$ cat config.mk
export PLATFORM = sky130hd
export DESIGN_NAME = radix_palindrome_check
export DESIGN_NICKNAME = d
export VERILOG_FILES = /design/src/rtl/rpc_pkg.sv /design/src/rtl/rpc_div.sv /design/src/rtl/rpc_dp.sv /design/src/rtl/rpc_ctrl.sv /design/src/rtl/radix_palindrome_check.sv
export SDC_FILE = /design/constraint.sdc
export NUM_CORES = 2
export LEC_CHECK = 0
export BUFFER_PORTS_ARGS = -buffer_cell sky130_fd_sc_hd__buf_4
export CAP_MARGIN = 20
export CORE_UTILIZATION = 65
export CTS_CLUSTER_SIZE = 40
export DETAILED_ROUTE_END_ITERATION = 6
export PLACE_DENSITY = 0.82
export SLEW_MARGIN = 20
export SYNTH_ARGS = -nofsm -noshare
export SYNTH_HDL_FRONTEND = slang
export SYNTH_SLANG_ARGS = --single-unit
export TNS_END_PERCENT = 50
$ cat constraint.sdc
create_clock -name clk -period 12.9 [get_ports clk]
set_input_delay 1.29 -clock clk [delete_from_list [all_inputs] [get_ports clk]]
set_output_delay 1.29 -clock clk [all_outputs]
set_load 0.05 [all_outputs]
$ cat src/rtl/rpc_pkg.sv
// ---------------------------------------------------------------------------
// rpc_pkg
// Widths, limits and controller/datapath interface types.
// ---------------------------------------------------------------------------
package rpc_pkg;

	localparam int VALUE_W     = 30;
	localparam int MAX_DIGITS  = 32;
	localparam int DIGIT_LIMIT = (MAX_DIGITS < VALUE_W) ? MAX_DIGITS : VALUE_W;
	localparam int IDX_W       = $clog2(MAX_DIGITS);
	localparam int CNT_W       = $clog2(DIGIT_LIMIT + 1);
	localparam int STEP_W      = $clog2(VALUE_W);
	localparam int COUNT_OUT_W = 5;
	localparam int S_TDATA_W   = 64;
	localparam int M_TDATA_W   = 40;

	typedef struct packed {
		logic load;
		logic div_start;
		logic div_store;
		logic cmp_init;
		logic rd;
		logic cmp_step;
		logic emit_init;
		logic emit_dec;
		logic out_load;
	} rpc_cmd_t;

	typedef struct packed {
		logic rem_zero;
		logic cnt_full;
		logic div_done;
		logic lo_lt_hi;
		logic digits_eq;
		logic hi_zero;
		logic out_free;
	} rpc_sts_t;

endpackage

$ cat src/rtl/rpc_div.sv
// ---------------------------------------------------------------------------
// rpc_div
// Restoring divider that forms one quotient bit per cycle.
// ---------------------------------------------------------------------------
module rpc_div
	import rpc_pkg::*;
(
	input  logic               clk,
	input  logic               arst_n,
	input  logic               start,
	input  logic [VALUE_W-1:0] dividend,
	input  logic [VALUE_W-1:0] divisor,
	output logic               done,
	output logic [VALUE_W-1:0] quotient,
	output logic [VALUE_W-1:0] remainder
);

	logic               busy_q;
	logic               done_q;
	logic [STEP_W-1:0]  step_q;
	logic [VALUE_W-1:0] r_q;
	logic [VALUE_W-1:0] q_q;
	logic [VALUE_W-1:0] d_q;
	logic [VALUE_W:0]   r_shift;
	logic [VALUE_W:0]   r_diff;
	logic               take;

	assign r_shift = {r_q, q_q[VALUE_W-1]};
	assign r_diff  = r_shift - {1'b0, d_q};
	assign take    = (r_shift >= {1'b0, d_q});

	always_ff @(posedge clk or negedge arst_n) begin
		if (!arst_n) begin
			busy_q <= 1'b0;
			done_q <= 1'b0;
			step_q <= '0;
		end else begin
			done_q <= 1'b0;
			if (start) begin
				busy_q <= 1'b1;
				step_q <= STEP_W'(VALUE_W - 1);
			end else if (busy_q) begin
				if (step_q == '0) begin
					busy_q <= 1'b0;
					done_q <= 1'b1;
				end else begin
					step_q <= step_q - 1'b1;
				end
			end
		end
	end

	always_ff @(posedge clk) begin
		if (start) begin
			r_q <= '0;
			q_q <= dividend;
			d_q <= divisor;
		end else if (busy_q) begin
			r_q <= take ? r_diff[VALUE_W-1:0] : r_shift[VALUE_W-1:0];
			q_q <= {q_q[VALUE_W-2:0], take};
		end
	end

	assign done      = done_q;
	assign quotient  = q_q;
	assign remainder = r_q;

endmodule

$ cat src/rtl/rpc_dp.sv
// ---------------------------------------------------------------------------
// rpc_dp
// Datapath: digit conversion, digit memory, compare and output register.
// ---------------------------------------------------------------------------
module rpc_dp
	import rpc_pkg::*;
(
	input  logic                   clk,
	input  logic                   arst_n,
	input  rpc_cmd_t               cmd,
	output rpc_sts_t               sts,
	input  logic [VALUE_W-1:0]     number,
	input  logic [VALUE_W-1:0]     radix,
	output logic                   out_valid,
	input  logic                   out_ready,
	output logic [VALUE_W-1:0]     digit,
	output logic                   is_palindrome,
	output logic [COUNT_OUT_W-1:0] digit_count,
	output logic                   last
);

	logic [VALUE_W-1:0]     mem_q [MAX_DIGITS];
	logic [VALUE_W-1:0]     rem_q;
	logic [VALUE_W-1:0]     base_q;
	logic [CNT_W-1:0]       cnt_q;
	logic [IDX_W-1:0]       lo_q;
	logic [IDX_W-1:0]       hi_q;
	logic                   match_q;
	logic [VALUE_W-1:0]     rd_a_q;
	logic [VALUE_W-1:0]     rd_b_q;
	logic                   out_valid_q;
	logic [VALUE_W-1:0]     digit_q;
	logic                   pal_q;
	logic [COUNT_OUT_W-1:0] count_q;
	logic                   last_q;
	logic                   div_done;
	logic [VALUE_W-1:0]     quotient;
	logic [VALUE_W-1:0]     remainder;
	logic                   num_zero;
	logic                   wr_en;
	logic [IDX_W-1:0]       wr_addr;
	logic [VALUE_W-1:0]     wr_data;
	logic [IDX_W-1:0]       cnt_m1;

	rpc_div u_div (
		.clk       (clk),
		.arst_n    (arst_n),
		.start     (cmd.div_start),
		.dividend  (rem_q),
		.divisor   (base_q),
		.done      (div_done),
		.quotient  (quotient),
		.remainder (remainder)
	);

	assign num_zero = (number == '0);
	assign wr_en    = cmd.div_store || (cmd.load && num_zero);
	assign wr_addr  = cmd.load ? '0 : IDX_W'(cnt_q);
	assign wr_data  = cmd.load ? '0 : remainder;
	assign cnt_m1   = IDX_W'(cnt_q - 1'b1);

	always_ff @(posedge clk) begin
		if (wr_en) begin
			mem_q[wr_addr] <= wr_data;
		end
		if (cmd.rd) begin
			rd_a_q <= mem_q[lo_q];
			rd_b_q <= mem_q[hi_q];
		end
	end

	always_ff @(posedge clk or negedge arst_n) begin
		if (!arst_n) begin
			rem_q   <= '0;
			base_q  <= VALUE_W'(2);
			cnt_q   <= '0;
			lo_q    <= '0;
			hi_q    <= '0;
			match_q <= 1'b1;
		end else begin
			if (cmd.load) begin
				rem_q  <= number;
				base_q <= (radix < VALUE_W'(2)) ? VALUE_W'(2) : radix;
				cnt_q  <= num_zero ? CNT_W'(1) : '0;
			end
			if (cmd.div_store) begin
				rem_q <= quotient;
				cnt_q <= cnt_q + 1'b1;
			end
			if (cmd.cmp_init) begin
				lo_q    <= '0;
				hi_q    <= cnt_m1;
				match_q <= 1'b1;
			end
			if (cmd.cmp_step) begin
				if (rd_a_q != rd_b_q) begin
					match_q <= 1'b0;
				end
				lo_q <= lo_q + 1'b1;
			end
			if (cmd.emit_init) begin
				hi_q <= cnt_m1;
			end else if (cmd.cmp_step || cmd.emit_dec) begin
				hi_q <= hi_q - 1'b1;
			end
		end
	end

	always_ff @(posedge clk or negedge arst_n) begin
		if (!arst_n) begin
			out_valid_q <= 1'b0;
		end else if (cmd.out_load) begin
			out_valid_q <= 1'b1;
		end else if (out_ready) begin
			out_valid_q <= 1'b0;
		end
	end

	always_ff @(posedge clk) begin
		if (cmd.out_load) begin
			digit_q <= rd_b_q;
			pal_q   <= match_q;
			count_q <= COUNT_OUT_W'(cnt_q);
			last_q  <= (hi_q == '0);
		end
	end

	always_comb begin
		sts.rem_zero  = (rem_q == '0);
		sts.cnt_full  = (cnt_q == CNT_W'(DIGIT_LIMIT));
		sts.div_done  = div_done;
		sts.lo_lt_hi  = (lo_q < hi_q);
		sts.digits_eq = (rd_a_q == rd_b_q);
		sts.hi_zero   = (hi_q == '0);
		sts.out_free  = !out_valid_q || out_ready;
	end

	assign out_valid     = out_valid_q;
	assign digit         = digit_q;
	assign is_palindrome = pal_q;
	assign digit_count   = count_q;
	assign last          = last_q;

endmodule

$ cat src/rtl/rpc_ctrl.sv
// ---------------------------------------------------------------------------
// rpc_ctrl
// Controller that sequences conversion, compare and emit passes.
// ---------------------------------------------------------------------------
module rpc_ctrl
	import rpc_pkg::*;
(
	input  logic     clk,
	input  logic     arst_n,
	input  logic     in_valid,
	output logic     in_ready,
	input  rpc_sts_t sts,
	output rpc_cmd_t cmd
);

	typedef enum logic [2:0] {
		ST_IDLE,
		ST_CONV,
		ST_DIV_WAIT,
		ST_CMP_RD,
		ST_CMP_CHK,
		ST_EMIT_RD,
		ST_EMIT_LD
	} state_t;

	state_t state_q;
	state_t state_d;

	always_comb begin
		cmd      = '0;
		state_d  = state_q;
		in_ready = (state_q == ST_IDLE);
		case (state_q)
			ST_IDLE: begin
				if (in_valid) begin
					cmd.load = 1'b1;
					state_d  = ST_CONV;
				end
			end
			ST_CONV: begin
				if (sts.rem_zero || sts.cnt_full) begin
					cmd.cmp_init = 1'b1;
					state_d      = ST_CMP_RD;
				end else begin
					cmd.div_start = 1'b1;
					state_d       = ST_DIV_WAIT;
				end
			end
			ST_DIV_WAIT: begin
				if (sts.div_done) begin
					cmd.div_store = 1'b1;
					state_d       = ST_CONV;
				end
			end
			ST_CMP_RD: begin
				if (sts.lo_lt_hi) begin
					cmd.rd  = 1'b1;
					state_d = ST_CMP_CHK;
				end else begin
					cmd.emit_init = 1'b1;
					state_d       = ST_EMIT_RD;
				end
			end
			ST_CMP_CHK: begin
				cmd.cmp_step = 1'b1;
				state_d      = ST_CMP_RD;
				if (!sts.digits_eq) begin
					cmd.emit_init = 1'b1;
					state_d       = ST_EMIT_RD;
				end
			end
			ST_EMIT_RD: begin
				cmd.rd  = 1'b1;
				state_d = ST_EMIT_LD;
			end
			ST_EMIT_LD: begin
				if (sts.out_free) begin
					cmd.out_load = 1'b1;
					if (sts.hi_zero) begin
						state_d = ST_IDLE;
					end else begin
						cmd.emit_dec = 1'b1;
						state_d      = ST_EMIT_RD;
					end
				end
			end
			default: begin
				state_d = ST_IDLE;
			end
		endcase
	end

	always_ff @(posedge clk or negedge arst_n) begin
		if (!arst_n) begin
			state_q <= ST_IDLE;
		end else begin
			state_q <= state_d;
		end
	end

endmodule

$ cat src/rtl/radix_palindrome_check.sv
// ---------------------------------------------------------------------------
// radix_palindrome_check
// Converts a number to digits in a given base and tests the digit sequence
// for a palindrome, then streams the digits most significant first.
// ---------------------------------------------------------------------------
// Channel   Direction  Word
// s_axis    in         number, radix
// m_axis    out        digit, is_palindrome, digit_count; tlast on last digit
//
// One word is taken at a time. Each digit is formed in the bit-serial
// divider (one quotient bit per cycle), then digit pairs are compared
// from both ends, and then each digit is read and emitted.
// The digit memory has no reset; counters and the output valid clear at reset.
// A stalled output holds the emit pass; a new word is taken once the last
// digit sits in the output register.
// ---------------------------------------------------------------------------
module radix_palindrome_check
	import rpc_pkg::*;
(
	input  logic                 clk,
	input  logic                 arst_n,
	input  logic                 s_tvalid,
	output logic                 s_tready,
	// number [29:0], radix [59:30], zero [63:60]
	input  logic [S_TDATA_W-1:0] s_tdata,
	output logic                 m_tvalid,
	input  logic                 m_tready,
	// digit [29:0], is_palindrome [30], digit_count [35:31], zero [39:36]
	output logic [M_TDATA_W-1:0] m_tdata,
	output logic                 m_tlast
);

	rpc_cmd_t               cmd;
	rpc_sts_t               sts;
	logic [VALUE_W-1:0]     digit;
	logic                   is_palindrome;
	logic [COUNT_OUT_W-1:0] digit_count;

	rpc_ctrl u_ctrl (
		.clk      (clk),
		.arst_n   (arst_n),
		.in_valid (s_tvalid),
		.in_ready (s_tready),
		.sts      (sts),
		.cmd      (cmd)
	);

	rpc_dp u_dp (
		.clk           (clk),
		.arst_n        (arst_n),
		.cmd           (cmd),
		.sts           (sts),
		.number        (s_tdata[VALUE_W-1:0]),
		.radix         (s_tdata[2*VALUE_W-1:VALUE_W]),
		.out_valid     (m_tvalid),
		.out_ready     (m_tready),
		.digit         (digit),
		.is_palindrome (is_palindrome),
		.digit_count   (digit_count),
		.last          (m_tlast)
	);

	assign m_tdata = {{(M_TDATA_W - VALUE_W - 1 - COUNT_OUT_W){1'b0}},
		digit_count, is_palindrome, digit};

endmodule

== After elaboration in Yosys (flattened, before gate mapping) ==
Memory sizes are Yosys's and may differ from the RTL's. A register that Yosys moved wholly into a read port is not among the register bits.
Index checks and enable logic that the tools add are counted.

* Bits in latches: 0
* RAM bits: 960
* Output and inout bits: 43
* ROM bits: 0
* Bits in registers: 214
* Memories: 1
* Logic and storage cells: 116

{| class="wikitable"
|+ Memory list
! name !! words !! bits a word !! read ports !! clocked after Yosys merged registers in !! wr ports !! line !! RTL
|-
| u_dp.mem_q || 32 || 30 || 2 || 2 || 1 || rpc_dp.sv:22 || <nowiki>logic [VALUE_W-1:0] mem_q [MAX_DIGITS];</nowiki>
|}

* Order comparisons: 3
* Mux-type cells: 57
* Bitwise gates (word level): 0
* Multiply operators: 0
* $add $sub $neg: 6
* Eq/ne operators: 13
* Reduce and logical (&&, ||, !) cells: 18
* Shift-type cells: 0
* Divide/modulo/power cells: 0

{| class="wikitable"
|+ Operators by type and width
! kind !! count
|-
| 2-to-1 mux 30 bit || 7
|-
| logical NOT 30 bit || 2
|-
| 2-to-1 mux 5 bit || 11
|-
| >= comparator 31 x 30 -> 1 bit || 1
|-
| equality test 30 bit || 1
|-
| less-than comparator 30 x 2 -> 1 bit (second input constant) || 1
|-
| inequality test 30 bit || 1
|-
| subtractor 30 bit || 1
|-
| 2-to-1 mux 1 bit || 29
|-
| case mux 3 bit (7 select lines) || 1
|-
| 2-to-1 mux 3 bit || 5
|-
| subtractor 5 x 1 -> 5 bit (second input constant) || 3
|-
| adder 5 x 1 -> 5 bit (second input constant) || 2
|-
| logical NOT 5 bit || 2
|-
| equality test 3 bit (second input constant) || 3
|-
| nonzero test 2 bit || 4
|-
| equality test 3 x 2 -> 1 bit (second input constant) || 2
|-
| inequality test 2 bit (second input constant) || 3
|-
| equality test 5 bit (second input constant) || 1
|-
| less-than comparator 5 bit || 1
|-
| logical OR 1 bit || 4
|-
| 2-to-1 mux 2 bit || 2
|-
| case mux 1 bit (2 select lines) || 2
|-
| equality test 3 x 1 -> 1 bit (second input constant) || 1
|-
| 7 further kinds || 7
|}

== Logic depth before layout (Yosys ltp) ==
* Depth in word-level cells: 7
* Mapped depth: 13

== By module ==
From an unflattened synthesis, not the netlist that was laid out.

* Cells, all modules: 3113
* Area total of the unflattened synthesis: 56262.7 um2

{| class="wikitable"
|+ By module, submodules not included
! module !! cells each !! area each (um2) !! seq. area each (um2) !! instances
|-
| rpc_dp || 2491 || 50101.8 || 33669.8 || 1
|-
| rpc_div || 573 || 5795.6 || 2577.5 || 1
|-
| rpc_ctrl || 43 || 324.1 || 75.1 || 1
|-
| radix_palindrome_check || 6 || 41.3 || 0.0 || 1
|}

== Worst setup path after synthesis ==
OpenSTA, ideal clock, no wires.

* Kind: register to register
* From: register u_dp.hi_q[1]
* To: register u_dp.rd_a_q[0], read port of u_dp.mem_q, enable pin
* Period minus slack after synthesis: 5.503 ns
* Path buffers: 3
* Path slack: 7.397 ns
* Stages on the path, launching flop included: 12
* Arrival: 5.017 ns
* Cells stage by stage: dfrtp_1 -> clkbuf_1 -> clkbuf_1 -> clkbuf_1 -> inv_1 -> ha_1 -> a21o_1 -> a21o_1 -> a21o_1 -> a21oi_1 -> a21oi_1 -> nor2b_1

{| class="wikitable"
|+ RTL lines
! element !! line !! RTL
|-
| from (decl) || rpc_dp.sv:27 || <nowiki>logic [IDX_W-1:0] hi_q;</nowiki>
|-
| from (signal assigned) || rpc_dp.sv:92 || <nowiki>hi_q <= cnt_m1;</nowiki>
|-
| from (signal assigned) || rpc_dp.sv:102 || <nowiki>hi_q <= cnt_m1;</nowiki>
|-
| from (signal assigned) || rpc_dp.sv:104 || <nowiki>hi_q <= hi_q - 1'b1;</nowiki>
|-
| to (decl) || rpc_dp.sv:29 || <nowiki>logic [VALUE_W-1:0] rd_a_q;</nowiki>
|}

== Worst setup path in the final report ==
* From: register u_dp.hi_q[0]
* To: register u_dp.rd_b_q[13], read port of u_dp.mem_q, data pin

* Longest elaborated chain between the ends: 3

{| class="wikitable"
|+ RTL lines
! element !! line !! RTL
|-
| less-than comparator 5 bit || rpc_dp.sv:132 || <nowiki>sts.lo_lt_hi = (lo_q < hi_q);</nowiki>
|-
| 2-to-1 mux 1 bit || rpc_ctrl.sv:56 || <nowiki>if (sts.lo_lt_hi) begin</nowiki>
|-
| case mux 1 bit (2 select lines) || rpc_ctrl.sv:33 || <nowiki>case (state_q)</nowiki>
|-
| to (decl) || rpc_dp.sv:30 || <nowiki>logic [VALUE_W-1:0] rd_b_q;</nowiki>
|}

Several ways; a longest one is shown, not always the timed one.
A chain may end at the register's enable or synchronous reset.

==> impl_metrics.py <==
metrics = {
    "floorplanning": {
        "dieArea_sq_um": 88400,
        "die_h_microns": 297,
        "core_area_sq_um": 85800,
        "start_util": 0.661,
        "fp.dieW_microns": 297,
        "rows": 107,
        "io_pins": 111,
    },
    "synth": {
        "synthDistinctLibCells": 72,
        "postSynthAreaPerCell_sq_um": 18.4,
        "ys_ff_latch": 1234,
        "async_reset_ff_frac": 0.0705,
        "syn_inst": 3086,
        "ys_top_cells_by_area": "edfxtp_1, mux4_2, dfrtp_1, nand2_1, dfxtp_1",
        "synth_warnings": 0,
        "seq_area_frac_synth": 0.641,
        "syn-cell-area_sq_um": 56700,
        "yosysTopAreaCell": "edfxtp_1",
        "synth.top_cell.area_share": 0.592,
        "synth_edf_count": 1117,
        "synthFlopType": "edfxtp_1",
    },
    "clock_network": {
        "cts_hold_buf": 0,
        "clkSinkCount": 1234,
        "post-cts-setup-buffers": 0,
        "cts_root_buffer": "clkbuf_16",
        "cts_buffer_depth": 3,
        "cts_max_level": 3,
        "worst_skew_pair.late_latency_ns": 0.72,
        "cts.clk_slew.worst_paths_ns": 0.06,
        "cts_resized": 0,
        "numCtsBuffers": 119,
        "cts_tree": "yes",
    },
    "cells_and_area": {
        "area_growth_pct": 10.9,
        "most-common-layout-cells": "edfxtp_1, mux4_2, nand2_1",
        "layout_commonest_cell": "edfxtp_1",
        "drive_above_1_share": 0.322,
        "final_cells": 4427,
        "final_cell_area_sq_um": 62900,
        "nets": 3287,
    },
    "grt": {
        "gr-usage-all-layers": 0.364,
        "antenna_found_initial": 3,
        "gr-total-overflow": 0,
        "grt_pass1_vias": 34400,
        "grt_pass1_wl_microns": 230000,
        "grt_max_degree": 173,
    },
    "place": {
        "gp_congestion": 0.890,
        "dpl.hpwl_microns": 84500,
        "placed_cells": 4197,
        "port_buffers": 102,
        "dpl-instance-area_sq_um": 58900,
    },
    "routing": {
        "wl_per_cell_microns": 35.8,
        "via_per_inst": 7.57,
        "drc": 1,
        "wirelength_microns": 159000,
        "first_iter_violations": 4890,
        "ant_nets": 0,
        "firstDrtPassIters": 7,
        "vias": 33500,
    },
    "job": {
        "max-cap-violations": 0,
    },
    "timing": {
        "setup-violations-final": 0,
        "tns_ns": 0,
        "min_period_over_period": 0.432,
        "finalMaxSlewViolations": 0,
        "fin_worst_skew_ns": 0.0290,
        "max_freq_mhz": 179,
        "rsz0062_at_grt": "false",
        "period_minus_slack_ns": 5.58,
        "relSlewSlack": 0.227,
        "hold_viol": 0,
        "worstMarginPinSlew_ns": 1.16,
    },
    "worst_setup_path": {
        "cp_max_fo": 49,
        "crit_required_ns": 13.37,
        "rr_worst_depth": 8,
        "criticalPathCategory": "flip-flop to flip-flop",
        "cp.arrival_ns": 6.04,
        "cp-start-kind": "flip-flop",
        "critPathCaptureType": "flip-flop",
    },
    "power": {
        "ir_worst_vdd_mv": 0.208,
        "p_per_area_nw_per_um2": 237,
        "leakagePower_nw": 20.9,
    },
    "outcome": {
        "violations": "DRC",
        "status": "finished, violations left",
    },
    "worst_hold_path": {
        "hold_path.class": "input pin to async pin",
    },
}
stage by stage:
stage / setup WS (ns) / power, mW / util / hold WS (ns)
floorplan: 7.40 / 9.78 / - / 0.425
global placement: 7.04 / 11.0 / 0.686 / 0.436
detailed placement: 6.89 / 11.2 / 0.686 / 0.437
CTS: 6.86 / 14.8 / 0.732 / 0.431
global route: 6.88 / 15.4 / 0.732 / 0.454
finish: 7.32 / 14.9 / 0.732 / 0.449
cell usage after synthesis, drive strengths merged, types with 29 or more instances:
cell type,number
a21oi,58
clkbuf,132
inv,56
and2,32
buf,75
dfxtp,30
nor4,30
nand3,29
mux4,600
ha,43
edfxtp,1117
nand2,334
dfrtp,85
mux2,31
xor2,32
o22ai,32
xnor2,30
o21ai,61
nor2,124
kinds of logic (layout without fill, tap and decap cells):
| group | after synthesis | after routing | synth area share |
|---|---|---|---|
| other | 1 | 6 | 0.0000662 |
| xor gates and xnor gates | 62 | 62 | 0.00958 |
| DFF | 1234 | 1234 | 0.641 |
| and+or+nand+nor | 616 | 616 | 0.0475 |
| adders and majority gates | 44 | 44 | 0.00984 |
| AOI/OAI and AO/OA | 212 | 212 | 0.0241 |
| muxes | 654 | 654 | 0.249 |
| buffers and inverters | 263 | 455 | 0.0195 |
path summary, 6_finish.rpt:
kind,start,endpoint,slack (ns)
max in group asynchronous,arst_n,u_dp.lo_q[1]$_DFFE_PN0P_,11.14
setup reg to reg,u_dp.hi_q[0]$_DFFE_PN0P_,u_dp.rd_b_q[13]$_DFFE_PP_,7.32
setup / recovery,u_dp.hi_q[0]$_DFFE_PN0P_,u_dp.rd_b_q[13]$_DFFE_PP_,7.32
hold / removal,arst_n,u_dp.base_q[29]$_DFFE_PN0P_,0.45
hold reg to reg,u_dp.base_q[19]$_DFFE_PN0P_,u_dp.u_div.d_q[19]$_DFFE_PP_,0.45
min in group clk,u_dp.base_q[19]$_DFFE_PN0P_,u_dp.u_div.d_q[19]$_DFFE_PP_,0.45
flip-flops by register name, indices dropped and copies added, names as in the netlist, 3 cells and up:
register,count
u_dp.u_div.remainder,30
u_dp.hi_q,5
u_dp.base_q,30
u_dp.u_div.quotient,30
u_dp.mem_q,960
u_dp.rem_q,30
u_dp.rd_a_q,30
u_dp.rd_b_q,30
u_dp.lo_q,5
u_ctrl.state_q,3
u_dp.cnt_q,5
u_dp.u_div.d_q,30
u_dp.u_div.step_q,5
u_dp.digit,30
u_dp.digit_count,5
where the power goes:
part | switching (mW) | internal (mW)
sequential | 0.527 | 5.36
clock | 1.54 | 2.03
combinational | 2.98 | 2.42
routing by layer:
layer | up-vias | track usage | share of wire
met1 | 17200 | 0.472 | 0.33
met2 | 2955 | 0.579 | 0.49
met3 | 555 | 0.0930 | 0.13
met4 | 2 | 0.184 | 0.055
li1 | 12800 | - | -
met5 | - | 0 | 0.000082
critical path, cell delays in order, from the launching register on:
cell     delay [ns]
dfrtp_4        0.99
buf_4          0.66
buf_4          0.81
buf_6          0.72
buf_4          0.74
mux4_2         0.64
mux4_2         0.48
nand2_1        0.12
nand2_1        0.08
layout make-up:
type	instances	area, sq um
Fill cell	4604	23000
Clock buffer	155	3200
Antenna cell	2	5.00
Timing Repair Buffer	172	1370
Sequential cell	1234	36400
Tap cell	1144	1430
Inverter	56	213
Multi-Input combinational cell	1592	19500
Clock inverter	72	757
(Power assumes the default switching activity.)
